$ cat config.mk
export PLATFORM = sky130hd
export DESIGN_NAME = window_rms_level_meter_top_flat
export DESIGN_NICKNAME = d
export VERILOG_FILES = /design/src/design/wrms_pkg.sv /design/src/design/wrms_sample_if.sv /design/src/design/wrms_level_if.sv /design/src/design/wrms_cfg_if.sv /design/src/design/wrms_dp.sv /design/src/design/wrms_ctrl.sv /design/src/design/window_rms_level_meter_top.sv /design/src/flat_wrapper.sv
export VERILOG_INCLUDE_DIRS = /design/src /design/src/design
export SDC_FILE = /design/constraint.sdc
export NUM_CORES = 2
export LEC_CHECK = 0
export BUFFER_PORTS_ARGS = -buffer_cell sky130_fd_sc_hd__buf_2
export CORE_MARGIN = 8
export CORE_UTILIZATION = 55
export CTS_BUF_LIST = sky130_fd_sc_hd__clkbuf_16
export CTS_CLUSTER_SIZE = 25
export DETAILED_ROUTE_END_ITERATION = 8
export PLACE_DENSITY = 0.76
export REMOVE_ABC_BUFFERS = 1
export SETUP_SLACK_MARGIN = 0.4
export SYNTH_ARGS = -nofsm -noshare
export SYNTH_HDL_FRONTEND = slang
export SYNTH_SLANG_ARGS = --single-unit
$ cat constraint.sdc
create_clock -name clk -period 8.4 [get_ports clk]
set_input_delay 0.42 -clock clk [delete_from_list [all_inputs] [get_ports clk]]
set_output_delay 0.42 -clock clk [all_outputs]
set_load 0.03 [all_outputs]
$ cat src/design/window_rms_level_meter_top_assert.svh
// assertion macros of the window rms level meter, used by its controller
`ifndef WINDOW_RMS_LEVEL_METER_TOP_ASSERT_SVH
`define WINDOW_RMS_LEVEL_METER_TOP_ASSERT_SVH

// same-cycle implication, checked on clk, idle during reset
`define WRMS_ASSERT_IMPL(label, ante, cons) \
  label: assert property (@(posedge clk) disable iff (!rst_n) (ante) |-> (cons)) \
    else $error("wrms assertion failed");

// next-cycle implication, checked on clk, idle during reset
`define WRMS_ASSERT_NEXT(label, ante, cons) \
  label: assert property (@(posedge clk) disable iff (!rst_n) (ante) |=> (cons)) \
    else $error("wrms assertion failed");

`endif

$ cat src/design/wrms_pkg.sv
// shared types and constants of the window rms level meter
`default_nettype none

package wrms_pkg;

  localparam int SAMPLE_W         = 16;
  localparam int LEVEL_W          = 32;
  localparam int WLEN_W           = 16;
  localparam int SCALE_W          = 32;
  localparam int SUM_W            = 46;
  localparam int SQ_W             = 31;
  localparam int ROOT_W           = 16;
  localparam int RAD_W            = 32;
  localparam int PROD_W           = ROOT_W + SCALE_W;
  localparam int CFG_IDX_W        = 1;
  localparam int CFG_DATA_W       = 32;
  localparam int FULL_SCALE_SHIFT = 15;
  localparam int ROOT_START_BIT   = 30;
  localparam int DIV_STEPS        = SUM_W;
  localparam int ROOT_STEPS       = 16;
  localparam int STEP_W           = 6;

  localparam logic [WLEN_W-1:0]  WLEN_RESET  = WLEN_W'(480);
  localparam logic [SCALE_W-1:0] SCALE_RESET = SCALE_W'(32768);
  localparam logic [STEP_W-1:0]  DIV_LAST    = STEP_W'(DIV_STEPS - 1);
  localparam logic [STEP_W-1:0]  ROOT_LAST   = STEP_W'(ROOT_STEPS - 1);

  typedef enum logic [CFG_IDX_W-1:0] {
    REG_WINDOW_LENGTH = 1'b0,
    REG_LEVEL_SCALE   = 1'b1
  } cfg_reg_t;

  typedef enum logic [2:0] {
    ST_IDLE,
    ST_FLUSH,
    ST_DIV,
    ST_ROOT_INIT,
    ST_ROOT,
    ST_MUL,
    ST_OUT
  } state_t;

  typedef struct packed {
    logic acc;
    logic load;
    logic div_step;
    logic root_init;
    logic root_step;
    logic mul;
    logic out_load;
  } cmd_t;

  typedef struct packed {
    logic close;
    logic out_free;
  } sts_t;

endpackage

`default_nettype wire

$ cat src/design/wrms_sample_if.sv
// sample channel interface
`default_nettype none

interface wrms_sample_if;
  import wrms_pkg::*;

  logic                       valid;
  logic                       ready;
  logic signed [SAMPLE_W-1:0] sample;

  modport source (output valid, output sample, input ready);
  modport sink (input valid, input sample, output ready);
endinterface

`default_nettype wire

$ cat src/design/wrms_level_if.sv
// level result channel interface
`default_nettype none

interface wrms_level_if;
  import wrms_pkg::*;

  logic               valid;
  logic               ready;
  logic [LEVEL_W-1:0] level;

  modport source (output valid, output level, input ready);
  modport sink (input valid, input level, output ready);
endinterface

`default_nettype wire

$ cat src/design/wrms_cfg_if.sv
// configuration write channel interface
`default_nettype none

interface wrms_cfg_if;
  import wrms_pkg::*;

  logic                  valid;
  logic                  ready;
  logic [CFG_IDX_W-1:0]  index;
  logic [CFG_DATA_W-1:0] data;

  modport source (output valid, output index, output data, input ready);
  modport sink (input valid, input index, input data, output ready);
endinterface

`default_nettype wire

$ cat src/design/wrms_dp.sv
// datapath: accumulator, serial divider, serial square root, scaler, output register
`default_nettype none

module wrms_dp (
  input  logic                                clk,
  input  logic                                rst_n,
  input  logic signed [wrms_pkg::SAMPLE_W-1:0] in_sample,
  input  logic                                cfg_valid,
  input  logic [wrms_pkg::CFG_IDX_W-1:0]      cfg_index,
  input  logic [wrms_pkg::CFG_DATA_W-1:0]     cfg_data,
  input  wrms_pkg::cmd_t                      cmd,
  output wrms_pkg::sts_t                      sts,
  output logic                                out_valid,
  input  logic                                out_ready,
  output logic [wrms_pkg::LEVEL_W-1:0]        out_level
);
  import wrms_pkg::*;

  logic [WLEN_W-1:0]  wlen_r;
  logic [SCALE_W-1:0] scale_r;
  logic [SQ_W-1:0]    sq_r;
  logic               pend_r;
  logic [SUM_W-1:0]   sum_r;
  logic [WLEN_W-1:0]  cnt_r;
  logic [WLEN_W-1:0]  div_r;
  logic [SUM_W-1:0]   dvd_r;
  logic [WLEN_W-1:0]  rem_r;
  logic [RAD_W-1:0]   val_r;
  logic [RAD_W-1:0]   root_r;
  logic [RAD_W-1:0]   bit_r;
  logic [PROD_W-1:0]  prod_r;
  logic               out_valid_r;
  logic [LEVEL_W-1:0] out_level_r;

  logic signed [2*SAMPLE_W-1:0] sq_full;
  logic [WLEN_W-1:0]            cnt_inc;
  logic [WLEN_W-1:0]            limit;
  logic                         close;
  logic [SUM_W-1:0]             sum_add;
  logic [WLEN_W:0]              rem_sh;
  logic [WLEN_W:0]              rem_diff;
  logic                         rem_ge;
  logic [RAD_W-1:0]             trial;
  logic                         take;

  assign sq_full  = in_sample * in_sample;
  assign cnt_inc  = cnt_r + 1'b1;
  assign limit    = (wlen_r == '0) ? WLEN_W'(1) : wlen_r;
  assign close    = (cnt_inc != '0) && (cnt_inc >= limit);
  assign sum_add  = sum_r + (pend_r ? {{(SUM_W-SQ_W){1'b0}}, sq_r} : '0);
  assign rem_sh   = {rem_r, dvd_r[SUM_W-1]};
  assign rem_diff = rem_sh - {1'b0, div_r};
  assign rem_ge   = rem_sh >= {1'b0, div_r};
  assign trial    = root_r + bit_r;
  assign take     = val_r >= trial;

  assign sts.close    = close;
  assign sts.out_free = !out_valid_r || out_ready;
  assign out_valid    = out_valid_r;
  assign out_level    = out_level_r;

  // configuration registers
  always_ff @(posedge clk) begin
    if (!rst_n) begin
      wlen_r  <= WLEN_RESET;
      scale_r <= SCALE_RESET;
    end else if (cfg_valid) begin
      unique case (cfg_reg_t'(cfg_index))
        REG_WINDOW_LENGTH: wlen_r  <= cfg_data[WLEN_W-1:0];
        REG_LEVEL_SCALE:   scale_r <= cfg_data[SCALE_W-1:0];
      endcase
    end
  end

  // accumulation
  always_ff @(posedge clk) begin
    if (!rst_n) begin
      pend_r <= 1'b0;
      sum_r  <= '0;
      cnt_r  <= '0;
    end else begin
      pend_r <= cmd.acc;
      if (cmd.load) begin
        sum_r <= '0;
      end else begin
        sum_r <= sum_add;
      end
      if (cmd.acc) begin
        cnt_r <= close ? '0 : cnt_inc;
      end
    end
  end

  always_ff @(posedge clk) begin
    if (cmd.acc) begin
      sq_r <= sq_full[SQ_W-1:0];
      if (close) begin
        div_r <= cnt_inc;
      end
    end
  end

  // restoring divider, one quotient bit per cycle
  always_ff @(posedge clk) begin
    if (cmd.load) begin
      dvd_r <= sum_add;
      rem_r <= '0;
    end else if (cmd.div_step) begin
      rem_r <= rem_ge ? rem_diff[WLEN_W-1:0] : rem_sh[WLEN_W-1:0];
      dvd_r <= {dvd_r[SUM_W-2:0], rem_ge};
    end
  end

  // square root, one root bit per cycle
  always_ff @(posedge clk) begin
    if (cmd.root_init) begin
      val_r  <= dvd_r[RAD_W-1:0];
      root_r <= '0;
      bit_r  <= RAD_W'(1) << ROOT_START_BIT;
    end else if (cmd.root_step) begin
      if (take) begin
        val_r  <= val_r - trial;
        root_r <= (root_r >> 1) + bit_r;
      end else begin
        root_r <= root_r >> 1;
      end
      bit_r <= bit_r >> 2;
    end
  end

  always_ff @(posedge clk) begin
    if (cmd.mul) begin
      prod_r <= root_r[ROOT_W-1:0] * scale_r;
    end
  end

  // output register
  always_ff @(posedge clk) begin
    if (!rst_n) begin
      out_valid_r <= 1'b0;
    end else if (cmd.out_load) begin
      out_valid_r <= 1'b1;
    end else if (out_ready) begin
      out_valid_r <= 1'b0;
    end
  end

  always_ff @(posedge clk) begin
    if (cmd.out_load) begin
      out_level_r <= prod_r[FULL_SCALE_SHIFT +: LEVEL_W];
    end
  end

endmodule

`default_nettype wire

$ cat src/design/wrms_ctrl.sv
// controller: sequences accumulation, divide, root, scale and output load
`default_nettype none
`include "window_rms_level_meter_top_assert.svh"

module wrms_ctrl (
  input  logic           clk,
  input  logic           rst_n,
  input  logic           in_valid,
  output logic           in_ready,
  output wrms_pkg::cmd_t cmd,
  input  wrms_pkg::sts_t sts
);
  import wrms_pkg::*;

  state_t            state_r;
  state_t            state_nxt;
  logic [STEP_W-1:0] step_r;
  logic [STEP_W-1:0] step_nxt;

  always_ff @(posedge clk) begin
    if (!rst_n) begin
      state_r <= ST_IDLE;
      step_r  <= '0;
    end else begin
      state_r <= state_nxt;
      step_r  <= step_nxt;
    end
  end

  always_comb begin
    state_nxt = state_r;
    step_nxt  = step_r;
    cmd       = '0;
    in_ready  = 1'b0;
    unique case (state_r)
      ST_IDLE: begin
        in_ready = 1'b1;
        if (in_valid) begin
          cmd.acc = 1'b1;
          if (sts.close) begin
            state_nxt = ST_FLUSH;
          end
        end
      end
      ST_FLUSH: begin
        cmd.load  = 1'b1;
        step_nxt  = '0;
        state_nxt = ST_DIV;
      end
      ST_DIV: begin
        cmd.div_step = 1'b1;
        if (step_r == DIV_LAST) begin
          step_nxt  = '0;
          state_nxt = ST_ROOT_INIT;
        end else begin
          step_nxt = step_r + 1'b1;
        end
      end
      ST_ROOT_INIT: begin
        cmd.root_init = 1'b1;
        step_nxt      = '0;
        state_nxt     = ST_ROOT;
      end
      ST_ROOT: begin
        cmd.root_step = 1'b1;
        if (step_r == ROOT_LAST) begin
          step_nxt  = '0;
          state_nxt = ST_MUL;
        end else begin
          step_nxt = step_r + 1'b1;
        end
      end
      ST_MUL: begin
        cmd.mul   = 1'b1;
        state_nxt = ST_OUT;
      end
      ST_OUT: begin
        if (sts.out_free) begin
          cmd.out_load = 1'b1;
          state_nxt    = ST_IDLE;
        end
      end
      default: begin
        state_nxt = ST_IDLE;
        step_nxt  = '0;
      end
    endcase
  end

  `WRMS_ASSERT_NEXT(a_close_flush, (state_r == ST_IDLE) && in_valid && sts.close, state_r == ST_FLUSH)
  `WRMS_ASSERT_NEXT(a_div_len, (state_r == ST_DIV) && (step_r == DIV_LAST), state_r == ST_ROOT_INIT)
  `WRMS_ASSERT_IMPL(a_step_range, (state_r == ST_DIV) || (state_r == ST_ROOT), (step_r <= DIV_LAST) && ((state_r == ST_DIV) || (step_r <= ROOT_LAST)))

endmodule

`default_nettype wire

$ cat src/design/window_rms_level_meter_top.sv
// top level of the windowed rms level meter
//
// in_ch carries signed 16-bit samples, out_ch one unsigned 32-bit level per
// window, cfg_ch register writes (index 0 window length, 1 level scale).
// cfg_ch is always ready; write it only while the meter is idle.
// samples are taken while the meter is idle, so samples that do not close
// a window stream at one per cycle. the sample that closes a window holds
// in_ch off while the meter folds in the last square, does the bit-serial
// divide of the sum by the sample count, sets up and runs the bit-serial
// square root, does the scaling multiply and loads the output register.
// the level appears on out_ch once the output register is loaded.
// the output register lets sampling go on while a level waits; if a level
// is still untaken when the next window closes, the meter holds in the
// output load step until out_ch takes it.
// synchronous reset clears the sum and count, empties the output register
// and restores window length 480 and level scale 32768.
`default_nettype none

module window_rms_level_meter_top (
  input  logic        clk,
  input  logic        rst_n,
  wrms_sample_if.sink in_ch,
  wrms_level_if.source out_ch,
  wrms_cfg_if.sink    cfg_ch
);
  import wrms_pkg::*;

  cmd_t cmd;
  sts_t sts;

  assign cfg_ch.ready = 1'b1;

  wrms_ctrl u_ctrl (
    .clk      (clk),
    .rst_n    (rst_n),
    .in_valid (in_ch.valid),
    .in_ready (in_ch.ready),
    .cmd      (cmd),
    .sts      (sts)
  );

  wrms_dp u_dp (
    .clk       (clk),
    .rst_n     (rst_n),
    .in_sample (in_ch.sample),
    .cfg_valid (cfg_ch.valid),
    .cfg_index (cfg_ch.index),
    .cfg_data  (cfg_ch.data),
    .cmd       (cmd),
    .sts       (sts),
    .out_valid (out_ch.valid),
    .out_ready (out_ch.ready),
    .out_level (out_ch.level)
  );

endmodule

`default_nettype wire

$ cat src/flat_wrapper.sv
// flat-port wrapper written by rule: the top's interface ports become plain ports
module window_rms_level_meter_top_flat import wrms_pkg::*;
  (clk, rst_n, in_ch_valid, in_ch_sample, in_ch_ready, out_ch_valid, out_ch_level, out_ch_ready, cfg_ch_valid, cfg_ch_index, cfg_ch_data, cfg_ch_ready);
  wrms_sample_if in_ch_i ();
  wrms_level_if out_ch_i ();
  wrms_cfg_if cfg_ch_i ();
  input  logic clk;
  input  logic rst_n;
  input wire logic [$bits(in_ch_i.valid)-1:0] in_ch_valid;
  input wire logic [$bits(in_ch_i.sample)-1:0] in_ch_sample;
  output wire logic [$bits(in_ch_i.ready)-1:0] in_ch_ready;
  output wire logic [$bits(out_ch_i.valid)-1:0] out_ch_valid;
  output wire logic [$bits(out_ch_i.level)-1:0] out_ch_level;
  input wire logic [$bits(out_ch_i.ready)-1:0] out_ch_ready;
  input wire logic [$bits(cfg_ch_i.valid)-1:0] cfg_ch_valid;
  input wire logic [$bits(cfg_ch_i.index)-1:0] cfg_ch_index;
  input wire logic [$bits(cfg_ch_i.data)-1:0] cfg_ch_data;
  output wire logic [$bits(cfg_ch_i.ready)-1:0] cfg_ch_ready;
  assign in_ch_i.valid = in_ch_valid;
  assign in_ch_i.sample = in_ch_sample;
  assign in_ch_ready = in_ch_i.ready;
  assign out_ch_valid = out_ch_i.valid;
  assign out_ch_level = out_ch_i.level;
  assign out_ch_i.ready = out_ch_ready;
  assign cfg_ch_i.valid = cfg_ch_valid;
  assign cfg_ch_i.index = cfg_ch_index;
  assign cfg_ch_i.data = cfg_ch_data;
  assign cfg_ch_ready = cfg_ch_i.ready;
  window_rms_level_meter_top u_core (.clk(clk), .rst_n(rst_n), .in_ch(in_ch_i), .out_ch(out_ch_i), .cfg_ch(cfg_ch_i));
endmodule
==> impl_metrics.toml <==
[logic_synthesis]
ys_seq_area_share_pct = 21.48
ys_seq_elements = 373
synthCells = 4701
synth.largest_area_cell = "fa_1"
synth_enable_flop_cells = 188
synth.most_common_cell = "inv_1"
synthTopCellsByCount = "inv_1 (814), nand2_1 (671), fa_1 (652)"
yosysWarnings = 0
yosysUniqueCellTypes = 84
netlist_area_um2 = 43520
synth.avg_cell_area_um2 = 9.258
synth_area_leaders = "fa_1 (30%), edfxtp_1 (13%), ha_1 (9.3%)"
synth_top_cell_area_share_pct = 29.99
synth_ff_type = "edfxtp_1"
synth-async-reset-ratio_pct = 0

[outcome]
status = "finished, final reports clean"

[setup_path]
arrival_ns = 8.00
critPathMaxFanout = 17
required_ns = 8.81
end_kind = "register"
path_class = "reg2reg"
worst_setup_path_start_kind = "register"

[global_route]
grt_pass1_wl_mm = 162.0
antenna_found_initial = 0
top_usage_layer = "met2"
gr-usage-met3_pct = 2.677
track_usage_pct = 21.74
overflow = 0
grt_pass1_vias = 32910
grt_max_degree = 95
gr-usage-met1_pct = 27.66
grt_util_met2_pct = 37.77

[hold_path]
hold_path_class = "in2reg"

[clocking]
clockBufferDepth = 3
cts_tree = "built"
cts_setup_buffers = 0
cts.htree.levels = 2
cts.sinks = 373
cts_buffers = 42
ctsRootBufferMaster = "clkbuf_16"
cts.clk_slew.worst_paths_ns = 0.07
clkLatencyLatePin_ns = 0.59

[place]
gp_congestion = 0.9019
detailed_place_hpwl_mm = 75.52
port_buffers = 87

[power]
vdd_drop_max_v = 0.0003981
power_density_nw_per_um2 = 232.6
p_leak_nw = 21.74
finalPower_mw = 10.79

[layout]
fin_nets = 5718
drive_above_1_share_pct = 5.357
area_growth_pct = 6.549
final_util_pct = 58.99
diodes = 0

[sta]
layout_min_cycle_time_ns = 7.589
setup_viol = 0
period_share_pct = 90.34
hold_ws_ns = 0.08043
skew_ns = 0.03104
maxSlewViolCount = 0
worst_pin_slew_ns = 1.110
timing.fmax_ghz = 0.1318
slew_headroom_pct = 25.99
final_hold_viol_count = 0
setup_tns_ns = 0
rsz0062_at_grt = "false"

[flow_run]
cap_violations = 0

[route]
num_vias = 31430
drc = 0
postRouteAntennaNets = 0
wl_per_cell_um = 16.66
first_pass_iters = 6
drt-initial-drc-count = 1957
routed_wl_mm = 96.18
avgViaCountPerCell = 5.445

[die]
placementRows = 103
die_height_um = 297.3
initial_core_util_pct = 55.36
ios = 89
core_um2 = 78610
die-area_um2 = 88390
die_x_um = 297.3
## cells in the final DEF (no fill, tap or decap), drive strengths merged, types with 83 or more instances in the layout
master,netlist,layout
inv,814,830
nand2,671,671
fa,652,652
ha,323,323
and2,310,310
nor2,194,194
edfxtp,188,188
dfxtp,185,185
o21ai,180,180
xnor2,150,150
a21oi,149,149
buf,22,142
a21o,93,93
xor2,83,83
## registers in the layout, summed over array words and instances, names as in the netlist
name and count:
u_core.u_dp.scale_r 32, u_core.u_dp.bit_r 16, u_core.u_dp.div_r 16, u_core.u_dp.rem_r 16
u_core.u_dp.pend_r 1, u_core.u_ctrl.step_r 6, u_core.u_dp.out_level 32, u_core.u_dp.cnt_r 16
u_core.u_dp.sq_r 30, u_core.u_dp.root_r 32, u_core.u_dp.wlen_r 16, u_core.u_dp.prod_r 32
u_core.u_dp.sum_r 46, u_core.u_dp.out_valid 1, u_core.u_dp.dvd_r 46, u_core.u_dp.val_r 32
u_core.u_ctrl.state_r 3
## per-layer routing
| metal | vias up | wire [um] |
|---|---|---|
| li1 | 14820 | - |
| met1 | 15510 | 40480 |
| met2 | 872 | 46630 |
| met3 | 240 | 4988 |
| met4 | 0 | 4077 |
| met5 | - | 0 |
## area by class of cell
cell class	count	area (um2)
clock buffer	42	1051
clock inverter	36	350.3
fill	6714	32240
inverter	815	3059
multi-input combinational	3315	30400
sequential	373	9354
tap	1050	1314
timing repair buffer	142	848.3
## where the power goes
group / leakage [nW] / switching [mW] / total, mW / internal [mW]
logic: 17.6 / 3.50 / 6.44 / 2.94
registers: 3.42 / 0.0851 / 2.47 / 2.38
clock network: 0.718 / 0.799 / 1.88 / 1.08
total: 21.7 / 4.39 / 10.8 / 6.40
## final timing paths
check	slack (ns)	to	startpoint	cells after the start
max	0.81	u_core.u_dp.prod_r[38]$_DFFE_PP_	u_core.u_dp.scale_r[10]$_SDFFE_PN0P_	21
min	0.08	u_core.u_dp.scale_r[27]$_SDFFE_PN0P_	cfg_ch_data[27]	3
max reg2reg	0.81	u_core.u_dp.prod_r[38]$_DFFE_PP_	u_core.u_dp.scale_r[10]$_SDFFE_PN0P_	21
min reg2reg	0.42	u_core.u_dp.out_level[8]$_DFFE_PP_	u_core.u_dp.prod_r[23]$_DFFE_PP_	0
## cell families (layout without fill, tap and decap cells)
kind of cell    after synthesis  count (layout)  share of synthesized area, %
simple gates               1418            1418                         15.35
compound gates              668             668                         9.967
buf+inv                    1013            1035                         8.757
xor+xnor                    233             233                         4.689
fa+ha+maj                   975             975                         39.28
mux                          20              20                        0.4686
other cells                   1               1                      0.008616
flops                       373             373                         21.48
## metrics by stage
step                      area (um2)  instances  worst slack (ns)
after CTS                      46370       5773            0.5903
after detailed placement       44970       5695            0.5771
after global routing           46370       5773            0.4624
after global placement         44970       5695            0.7239
after floorplan                42770       4503            0.6850
final                          46370       5773            0.8111
## worst max-delay path: stages, from the launching register on
cell and delay, ns:
dfxtp_1 0.78, nand2_1 0.17, fa_1 0.53, fa_1 0.59, fa_1 0.46, fa_1 0.54
inv_1 0.05, fa_1 0.47, inv_1 0.05, fa_1 0.47, inv_1 0.05, ha_1 0.29
nand4_1 0.22, or4_1 0.53, or4b_4 0.55, a41oi_2 0.37, a21oi_1 0.21, inv_1 0.09
a21oi_1 0.11, o41ai_1 0.63, nor3_1 0.12, nor2_1 0.15
## what timing repair did
item	in CTS	in global routing
hold buffers	0	0
endpoints found under the hold margin	0	0
endpoints found under the setup margin	0	9
gates resized for setup	0	4
Power figures use the tool's default switching activity.
